===== config.mk =====
export PLATFORM = sky130hd
export DESIGN_NAME = nmea_sentence_checker_unit
export DESIGN_NICKNAME = d
export VERILOG_FILES = /design/src/sv/nmea_chk_pkg.sv /design/src/sv/nmea_chk_core.sv /design/src/sv/nmea_sentence_checker_unit.sv
export VERILOG_INCLUDE_DIRS = /design/src /design/src/sv
export SDC_FILE = /design/constraint.sdc
export NUM_CORES = 1
export LEC_CHECK = 0
export BUFFER_PORTS_ARGS = -buffer_cell sky130_fd_sc_hd__buf_4
export CAP_MARGIN = 10
export CORE_MARGIN = 5
export CORE_UTILIZATION = 28
export CTS_CLUSTER_SIZE = 24
export DETAILED_ROUTE_END_ITERATION = 12
export PLACE_DENSITY = 0.53
export SLEW_MARGIN = 30
export SYNTH_ARGS = -nofsm -noshare
export SYNTH_HDL_FRONTEND = slang
export SYNTH_SLANG_ARGS = --single-unit
export TNS_END_PERCENT = 20

===== constraint.sdc =====
create_clock -name clk -period 6.5 [get_ports clk]
set_input_delay 1.3 -clock clk [delete_from_list [all_inputs] [get_ports clk]]
set_output_delay 1.3 -clock clk [all_outputs]
set_load 0.01 [all_outputs]

===== src/sv/nmea_sentence_checker_unit_defines.svh =====
// ----------------------------------------------------------------------------
// nmea sentence checker assertion macros
// shared concurrent assertion forms, empty when SYNTH is defined
// ----------------------------------------------------------------------------
`ifndef NMEA_SENTENCE_CHECKER_UNIT_DEFINES_SVH
`define NMEA_SENTENCE_CHECKER_UNIT_DEFINES_SVH

`ifndef SYNTH
// same-cycle implication, checked outside reset
`define NMEA_ASSERT_NOW(lbl, ante, cons, msg) \
    lbl: assert property (@(posedge clk) disable iff (!rst_n) (ante) |-> (cons)) \
        else $error(msg);
// next-cycle implication, checked outside reset
`define NMEA_ASSERT_NEXT(lbl, ante, cons, msg) \
    lbl: assert property (@(posedge clk) disable iff (!rst_n) (ante) |=> (cons)) \
        else $error(msg);
`else
`define NMEA_ASSERT_NOW(lbl, ante, cons, msg)
`define NMEA_ASSERT_NEXT(lbl, ante, cons, msg)
`endif

`endif


===== src/sv/nmea_chk_pkg.sv =====
// ----------------------------------------------------------------------------
// nmea checker package
// character codes, status codes, result layout and hex digit helper
// ----------------------------------------------------------------------------
package nmea_chk_pkg;

    // default longest sentence length counted
    localparam int DEFAULT_MAX_SENTENCE = 255;

    // shortest sentence that can carry a checksum
    localparam logic [7:0] MIN_SENTENCE = 8'd4;

    // framing characters
    localparam logic [7:0] CH_DOLLAR = 8'h24;
    localparam logic [7:0] CH_STAR   = 8'h2A;
    localparam logic [7:0] CH_LF     = 8'h0A;

    // result status codes
    typedef enum logic [1:0] {
        STATUS_OK       = 2'd0,
        STATUS_MISMATCH = 2'd1,
        STATUS_BAD      = 2'd2
    } status_t;

    // one result item
    typedef struct packed {
        logic [7:0] received_low_char;
        logic [7:0] received_high_char;
        logic [7:0] computed_checksum;
        logic [7:0] sentence_length;
        status_t    status;
    } result_t;

    // uppercase ascii hex digit of a nibble
    function automatic logic [7:0] hex_upper(input logic [3:0] nib);
        logic [7:0] wide;
        wide = {4'h0, nib};
        return (nib < 4'd10) ? (8'h30 + wide) : (8'h37 + wide);
    endfunction

endpackage


===== src/sv/nmea_chk_core.sv =====
// ----------------------------------------------------------------------------
// nmea checker sentence core
// sentence framing state, running checksum and result build for one byte
// ----------------------------------------------------------------------------
`include "nmea_sentence_checker_unit_defines.svh"

module nmea_chk_core #(
    parameter int MAX_SENTENCE = nmea_chk_pkg::DEFAULT_MAX_SENTENCE
) (
    input  logic                  clk,
    input  logic                  rst_n,
    input  logic                  step,
    input  logic [7:0]            data_byte,
    output logic                  res_fire,
    output nmea_chk_pkg::result_t res
);

    localparam logic [7:0] MaxCount = 8'(MAX_SENTENCE);

    logic       in_sentence_reg, in_sentence_next;
    logic [7:0] xor_reg, xor_next;
    logic       star_reg, star_next;
    logic [7:0] count_reg, count_next;
    logic       too_long_reg, too_long_next;
    logic [7:0] recent_reg [3];
    logic [7:0] recent_next [3];

    logic       at_limit;
    logic       is_lf;
    logic [7:0] count_upd;
    logic       long_upd;
    logic [7:0] xor_upd;
    logic       star_upd;
    logic       hex_match;

    // per-byte updates of counters and checksum
    always_comb
    begin
        at_limit  = (count_reg >= MaxCount);
        is_lf     = (data_byte == nmea_chk_pkg::CH_LF);
        count_upd = at_limit ? count_reg : (count_reg + 8'd1);
        long_upd  = too_long_reg | at_limit;
        star_upd  = star_reg | (data_byte == nmea_chk_pkg::CH_STAR);
        xor_upd   = star_upd ? xor_reg : (xor_reg ^ data_byte);
    end

    // result of a line feed inside a sentence
    always_comb
    begin
        res_fire  = in_sentence_reg & is_lf;
        hex_match = (recent_reg[2] == nmea_chk_pkg::hex_upper(xor_upd[7:4])) &&
                    (recent_reg[1] == nmea_chk_pkg::hex_upper(xor_upd[3:0]));
        res.sentence_length    = count_upd;
        res.computed_checksum  = xor_upd;
        res.received_high_char = recent_reg[2];
        res.received_low_char  = recent_reg[1];
        priority if (long_upd || (count_upd < nmea_chk_pkg::MIN_SENTENCE))
            res.status = nmea_chk_pkg::STATUS_BAD;
        else if (hex_match)
            res.status = nmea_chk_pkg::STATUS_OK;
        else
            res.status = nmea_chk_pkg::STATUS_MISMATCH;
    end

    // next sentence state
    always_comb
    begin
        in_sentence_next = in_sentence_reg;
        xor_next         = xor_reg;
        star_next        = star_reg;
        count_next       = count_reg;
        too_long_next    = too_long_reg;
        recent_next      = recent_reg;
        if (step)
        begin
            if (!in_sentence_reg)
            begin
                // hunting: only a dollar opens a sentence
                if (data_byte == nmea_chk_pkg::CH_DOLLAR)
                begin
                    in_sentence_next = 1'b1;
                    count_next       = 8'd1;
                    recent_next[0]   = data_byte;
                end
            end
            else if (is_lf)
            begin
                // sentence done, back to hunting
                in_sentence_next = 1'b0;
                xor_next         = 8'h00;
                star_next        = 1'b0;
                count_next       = 8'h00;
                too_long_next    = 1'b0;
                recent_next[0]   = 8'h00;
                recent_next[1]   = 8'h00;
                recent_next[2]   = 8'h00;
            end
            else
            begin
                xor_next       = xor_upd;
                star_next      = star_upd;
                count_next     = count_upd;
                too_long_next  = long_upd;
                recent_next[0] = data_byte;
                recent_next[1] = recent_reg[0];
                recent_next[2] = recent_reg[1];
            end
        end
    end

    // state registers
    always_ff @(posedge clk or negedge rst_n)
    begin
        if (!rst_n)
        begin
            in_sentence_reg <= 1'b0;
            xor_reg         <= 8'h00;
            star_reg        <= 1'b0;
            count_reg       <= 8'h00;
            too_long_reg    <= 1'b0;
            recent_reg[0]   <= 8'h00;
            recent_reg[1]   <= 8'h00;
            recent_reg[2]   <= 8'h00;
        end
        else
        begin
            in_sentence_reg <= in_sentence_next;
            xor_reg         <= xor_next;
            star_reg        <= star_next;
            count_reg       <= count_next;
            too_long_reg    <= too_long_next;
            recent_reg      <= recent_next;
        end
    end

    // hunting leaves no trace of the last sentence
    `NMEA_ASSERT_NOW(a_hunt_clear, !in_sentence_reg,
        (count_reg == 8'h00) && (xor_reg == 8'h00) && !star_reg && !too_long_reg,
        "sentence state not cleared while hunting")
    // byte count stays within its range inside a sentence
    `NMEA_ASSERT_NOW(a_count_range, in_sentence_reg,
        (count_reg != 8'h00) && (count_reg <= MaxCount),
        "byte count out of range")
    // a non line feed byte keeps the sentence open
    `NMEA_ASSERT_NEXT(a_stay_open, step && in_sentence_reg && !is_lf,
        in_sentence_reg, "sentence closed without line feed")

endmodule


===== src/sv/nmea_sentence_checker_unit.sv =====
// ----------------------------------------------------------------------------
// nmea sentence checker unit
// Checks the checksum of nmea 0183 sentences in a received byte stream.
// s_* carries one received character per item; bytes are dropped until a
// dollar opens a sentence. m_* carries one result item per line feed that
// ends a sentence: status, length, computed checksum and the two received
// checksum characters. Bytes that end no sentence produce no item.
// An accepted line feed loads the input register; its result loads the
// result register when that line feed advances and is shown on m_tvalid.
// Throughput: one byte per cycle while no line feed waits on a held result;
// the checksum update and compare sit in one stage between the two registers.
// A stalled receiver holds the result; the unit keeps taking bytes that
// produce no result and stops at the next line feed until the result
// register is free.
// Reset clears the sentence state and the valid flags of both registers;
// the unit then hunts for a dollar.
// ----------------------------------------------------------------------------
`include "nmea_sentence_checker_unit_defines.svh"

module nmea_sentence_checker_unit #(
    parameter int MAX_SENTENCE = nmea_chk_pkg::DEFAULT_MAX_SENTENCE
) (
    input  logic        clk,
    input  logic        rst_n,
    input  logic        s_tvalid,
    output logic        s_tready,
    input  logic [7:0]  s_tdata,   // [7:0] data_byte
    output logic        m_tvalid,
    input  logic        m_tready,
    output logic [39:0] m_tdata    // [1:0] status, [9:2] sentence_length,
                                   // [17:10] computed_checksum,
                                   // [25:18] received_high_char,
                                   // [33:26] received_low_char, [39:34] zero
);

    logic                  in_valid_reg, in_valid_next;
    logic [7:0]            in_byte_reg, in_byte_next;
    logic                  out_valid_reg, out_valid_next;
    nmea_chk_pkg::result_t out_res_reg, out_res_next;

    logic                  out_free;
    logic                  advance;
    logic                  res_fire;
    nmea_chk_pkg::result_t res;

    // sentence framing and checksum
    nmea_chk_core #(
        .MAX_SENTENCE(MAX_SENTENCE)
    ) u_core (
        .clk      (clk),
        .rst_n    (rst_n),
        .step     (advance),
        .data_byte(in_byte_reg),
        .res_fire (res_fire),
        .res      (res)
    );

    // handshake between the two registers
    always_comb
    begin
        out_free = !out_valid_reg || m_tready;
        advance  = in_valid_reg && (!res_fire || out_free);
        s_tready = !in_valid_reg || advance;
    end

    // next values of input and result registers
    always_comb
    begin
        in_valid_next  = in_valid_reg;
        in_byte_next   = in_byte_reg;
        out_valid_next = out_valid_reg;
        out_res_next   = out_res_reg;
        if (s_tready)
        begin
            in_valid_next = s_tvalid;
            in_byte_next  = s_tdata;
        end
        if (advance && res_fire)
        begin
            out_valid_next = 1'b1;
            out_res_next   = res;
        end
        else if (m_tready)
        begin
            out_valid_next = 1'b0;
        end
    end

    // control registers
    always_ff @(posedge clk or negedge rst_n)
    begin
        if (!rst_n)
        begin
            in_valid_reg  <= 1'b0;
            out_valid_reg <= 1'b0;
        end
        else
        begin
            in_valid_reg  <= in_valid_next;
            out_valid_reg <= out_valid_next;
        end
    end

    // payload registers
    always_ff @(posedge clk)
    begin
        in_byte_reg <= in_byte_next;
        out_res_reg <= out_res_next;
    end

    // output item
    assign m_tvalid = out_valid_reg;
    assign m_tdata  = {6'b000000, out_res_reg};

    // an ok status means the received digits are the checksum in hex
    `NMEA_ASSERT_NOW(a_ok_digits,
        out_valid_reg && (out_res_reg.status == nmea_chk_pkg::STATUS_OK),
        (out_res_reg.received_high_char ==
            nmea_chk_pkg::hex_upper(out_res_reg.computed_checksum[7:4])) &&
        (out_res_reg.received_low_char ==
            nmea_chk_pkg::hex_upper(out_res_reg.computed_checksum[3:0])),
        "ok status with wrong checksum digits")
    // short sentences are always bad, and length never passes the limit
    `NMEA_ASSERT_NOW(a_length_rules, out_valid_reg,
        (out_res_reg.sentence_length <= 8'(MAX_SENTENCE)) &&
        ((out_res_reg.sentence_length >= nmea_chk_pkg::MIN_SENTENCE) ||
         (out_res_reg.status == nmea_chk_pkg::STATUS_BAD)),
        "result length rules broken")
    // a byte waiting in the input register is not lost or replaced
    `NMEA_ASSERT_NEXT(a_in_hold, in_valid_reg && !advance,
        in_valid_reg && $stable(in_byte_reg), "input item dropped while held")

endmodule

# After elaboration in Yosys (flattened, before gate mapping)
# Cells that the tools add are included.
[totals]
regBits = 87
latch_bits = 0
mem_bits_rw = 0
romBits = 0
in_bits = 12
output_inout_bits = 42
word_cells = 67
mem_count = 0
[op_classes]
addsub = 5
n_mul = 0
div = 0
magnitude_cmp = 4
n_eq_ne = 5
shift = 0
muxes = 19
bitwise_logic = 4
n_reduce_logical = 14
[ops]
columns = ["op", "count"]
rows = [
  ["two-way mux 8 bit", 10],
  ["adder 6 x 4 -> 7 bit (first input constant)", 4],
  ["two-way mux 24 bit", 1],
  ["equality test 8 x 6 -> 1 bit (second input constant)", 2],
  ["equality test 8 bit", 2],
  ["adder 8 x 1 -> 8 bit (second input constant)", 1],
  ["equality test 8 x 4 -> 1 bit (second input constant)", 1],
  ["greater-or-equal comparator 8 bit (second input constant)", 1],
  ["less-than comparator 4 bit (second input constant)", 2],
  ["less-than comparator 8 x 3 -> 1 bit (second input constant)", 1],
  ["two-way mux 1 bit", 8],
  ["bitwise XOR 8 bit", 1],
  ["logical OR 1 bit", 4],
  ["AND reduction 2 bit", 2],
  ["nonzero test 2 bit", 2],
  ["logical AND 1 bit", 3],
  ["zero test 1 bit", 3],
  ["OR 1 bit", 2],
  ["AND 1 bit", 1],
]

# Depth between registers and ports, before layout
[logic_depth]
word_depth = 8
mapped_depth = 9
mapped_depth_nobuf = 9

# Hierarchy
# A second synthesis with hierarchy kept.
[unflattened]
hier_cells = 350
area_unflattened_um2 = 3965.1
[by_module_without_submodules]
columns = ["mod", "n_inst", "cells_per_inst", "area_per_inst_um2", "seq_area_each_um2"]
rows = [
  ["nmea_chk_core", 1, 292, 2556.2, 1076.0],
  ["nmea_sentence_checker_unit", 1, 58, 1408.9, 1311.3],
]

# Worst setup path after synthesis
# OpenSTA, ideal clock, no wires.
[synth_path]
path_type = "input to register"
from = "in m_tready"
to = "reg out_res_reg, in the netlist m_tdata[0] (enable)"
setup_time_ns = 0.425
arrival_time_ns = 3.262
required_time_ns = 6.075
setup_slack_ns = 2.813
cell_stages = 4
n_path_buf = 1
path_cell_list = "nand2b_1 o21bai_4 buf_2 nor2_1"
[synth_between]
elab_chain_len = 4
[synth_lines]
columns = ["item", "line_no", "text"]
rows = [
  ["start: declaration", "nmea_sentence_checker_unit.sv:29", "input logic m_tready,"],
  ["logical OR 1 bit", "nmea_sentence_checker_unit.sv:61", "out_free = !out_valid_reg || m_tready;"],
  ["logical OR 1 bit", "nmea_sentence_checker_unit.sv:62", "advance = in_valid_reg && (!res_fire || out_free);"],
  ["logical AND 1 bit", "nmea_sentence_checker_unit.sv:62", ""],
  ["logical AND 1 bit", "nmea_sentence_checker_unit.sv:78", "if (advance && res_fire)"],
  ["end signal: assignment", "nmea_sentence_checker_unit.sv:108", "out_res_reg <= out_res_next;"],
  ["end: declaration", "nmea_sentence_checker_unit.sv:39", "nmea_chk_pkg::result_t out_res_reg, out_res_next;"],
]
# Every way passes these cells.
# A chain may end at the register's enable or synchronous reset.

# Worst setup path after layout
[layout_path]
from = "reg in_byte_reg[7]"
to = "out s_tready"
[layout_between]
elab_chain_len = 6
[layout_lines]
columns = ["item", "line_no", "text"]
rows = [
  ["start: declaration", "nmea_sentence_checker_unit.sv:37", "logic [7:0] in_byte_reg, in_byte_next;"],
  ["start signal: assignment", "nmea_sentence_checker_unit.sv:107", "in_byte_reg <= in_byte_next;"],
  ["equality test 8 x 4 -> 1 bit", "nmea_chk_core.sv:40", "is_lf = (data_byte == nmea_chk_pkg::CH_LF);"],
  ["AND 1 bit", "nmea_chk_core.sv:50", "res_fire = in_sentence_reg & is_lf;"],
  ["zero test 1 bit", "nmea_sentence_checker_unit.sv:62", ""],
  ["logical OR 1 bit", "nmea_sentence_checker_unit.sv:62", ""],
  ["logical AND 1 bit", "nmea_sentence_checker_unit.sv:62", ""],
  ["logical OR 1 bit", "nmea_sentence_checker_unit.sv:63", "s_tready = !in_valid_reg || advance;"],
  ["end: declaration", "nmea_sentence_checker_unit.sv:26", "output logic s_tready,"],
]
# Every way passes these cells.

==> impl_metrics.json <==
{
  "outcome": "completed",
  "cp.required_ns": 5.20,
  "dp_hpwl_um": 5486,
  "synthFlopType": "dfrtp_1",
  "cp_common_cell": "or3_1",
  "fin_ws_ns": 2.482,
  "drive_gt1_share_pct": 23.94,
  "synth_top_area_share_pct": 32.96,
  "drtIter0Drc": 130,
  "routed-via-count": 2444,
  "vdd_drop_max_v": 0.0001003,
  "track_usage_pct": 10.42,
  "muxShareOfSynthArea_pct": 2.289,
  "p_per_area_nw_per_um2": 324.2,
  "row_count": 42,
  "final_common_cell": "buf_4",
  "reg2reg_depth": 5,
  "fin_tns_setup_ns": 0,
  "ant_nets": 0,
  "max_cap_violations": 0,
  "ios": 54,
  "final_max_slew_viol_count": 0,
  "ys_seq_area_share_pct": 62.39,
  "cts_sinks": 87,
  "syn_area_um2": 3826,
  "port_buffers": 47,
  "crit_slowest_cell": "or3_1",
  "cp-start-kind": "flip-flop",
  "synth-compound-area-share_pct": 14.22,
  "drc": 0,
  "synth_top_family_by_area": "compound AO/OA/AOI/OAI gates",
  "ys_seq_elements": 87,
  "diodes": 0,
  "layout_common_cells": "48 x buf_4, 45 x dfrtp_1, 42 x edfxtp_1",
  "place_ws_ns": 2.772,
  "cts_resized": 0,
  "min_path_cells": 0,
  "gp_congestion": 0.7481,
  "grt_pass1_wl_um": 13280,
  "ys.warnings.count": 0,
  "max_freq_mhz": 248.9,
  "die_w_um": 126.9,
  "p_leak_nw": 1.904,
  "synth_cell_type_count": 58,
  "path_max_fanout": 10,
  "crit_family": "simple AND/OR/NAND/NOR gates",
  "clkTransAtPathRegs_ns": 0.07,
  "cpPeakStageDelay_ns": 0.60,
  "path_cells": "or4_4, or3_1, or3_1, buf_4",
  "yosysTopAreaCell": "edfxtp_1",
  "synth_edf_count": 42,
  "dr.pass1.iters": 4,
  "end_kind": "primary output",
  "fin_crit_sh_pct": 61.81,
  "yosys.area_share.simple_pct": 12.69,
  "holdCritPathClass": "flip-flop to flip-flop",
  "coreArea_um2": 13300,
  "cts_setup_buffers": 0,
  "grt_pass1_vias": 2482,
  "grt_max_degree": 46,
  "synth-xor-area-share_pct": 4.186,
  "layout_min_cycle_time_ns": 4.018,
  "hold_buffers": 0,
  "syn_to_final_growth_pct": 21.19,
  "numCtsBuffers": 9,
  "largest_reg_flops": 34,
  "synthAdderAreaFrac_pct": 0.6540,
  "start_util_pct": 28.78,
  "clk_latency_ns": 0.34,
  "dieArea_um2": 16100,
  "path_buf_inv": 1,
  "path_class": "flip-flop to primary output",
  "root_buffer": "clkbuf_16",
  "synth-async-reset-ratio_pct": 51.72,
  "critical_path_depth": 4,
  "syn_area_per_cell_um2": 12.71,
  "overflow": 0,
  "htreeDepth": 3,
  "syn_inst": 301,
  "antenna_found_initial": 0,
  "synth_area_leaders": "edfxtp_1 33%, dfrtp_1 29%, a22o_1 5.5%",
  "worst_slew_pin_slew_ns": 0.8811,
  "rsz0062_at_grt": "false",
  "setup_violations": 0,
  "nets": 364,
  "cts_max_path_buffers": 2,
  "die_h_um": 126.9,
  "routed_wl_um": 8087,
  "cts_tree": "done",
  "finalHoldViolCount": 0,
  "clock_skew_ns": 0.01201,
  "wl_per_cell_um": 15.23,
  "max_slew_margin_pct": 40.84,
  "via_per_inst": 4.603,
  "arrival_ns": 2.72
}
power breakdown:
part           internal (mW)  switching [mW]  leakage [nW]
clock                  0.301           0.215         0.145
sequential             0.648          0.0623         0.951
combinational          0.121           0.157         0.808
total                   1.07           0.434          1.90
metal layers:
metal | vias up | track usage (%) | wire, um
li1 | 1197 | - | -
met1 | 1171 | 14.73 | 4003
met2 | 64 | 14.79 | 3446
met3 | 12 | 2.480 | 431
met4 | 0 | 5.426 | 206
met5 | - | 0 | 0
per-stage QoR:
step           cells  area (um^2)  hold slack, ns  utilization [%]  power, mW
2_1_floorplan    306         3845          0.4485                -     0.9225
3_3_place_gp     515         4335          0.4755            32.61     0.9935
3_5_place_dp     515         4340          0.4759            32.65      1.001
4_1_cts          531         4637          0.4914            34.88      1.524
5_1_grt          531         4637          0.5049            34.88      1.588
6_report         531         4637          0.4906            34.88      1.503
worst paths after layout:
path / from / endpoint / slack, ns
setup / recovery: in_byte_reg[7] / s_tready / 2.48
hold / removal: u_core.res[25] / m_tdata[25] / 0.49
setup reg to reg: in_byte_reg[7] / m_tdata[5] / 3.65
hold reg to reg: u_core.res[25] / m_tdata[25] / 0.49
max in group asynchronous: rst_n / u_core.count_reg[7] / 5.12
min in group asynchronous: rst_n / u_core.count_reg[6] / 0.97
cell type report:
cell class,count,area [um^2]
Timing Repair Buffer,48,360.3
Sequential cell,87,2387
Fill cell,1294,8658
Inverter,10,37.54
Clock inverter,6,67.56
Tap cell,176,220.2
Clock buffer,10,229.0
Multi-Input combinational cell,194,1335
cells in the mapped netlist (all sizes together) (2+ instances only):
master and count:
nand2b 9, a311o 2, nand2 25, mux2 6, dfrtp 45, nand3b 2
xnor2 6, o21ai 26, xor2 8, inv 10, a22o 24, nor3 3
nor2b 5, and3 5, nand4 3, and4b 2, and2 4, nor4 2
o21bai 2, buf 12, edfxtp 42, a211oi 2, nand3 4, mux2i 2
ha 2, or2 2, a21oi 6, or3 3, nor2 18, clkbuf 3
logic make-up (layout without fill, tap and decap cells):
group | Yosys count | count (layout)
and+or+nand+nor | 91 | 91
adders and majority gates | 2 | 2
buffers and inverters | 25 | 74
other | 1 | 6
muxes | 8 | 8
DFF | 87 | 87
xor gates and xnor gates | 14 | 14
AOI/OAI and AO/OA | 73 | 73
Power figures use the tool's default switching activity.
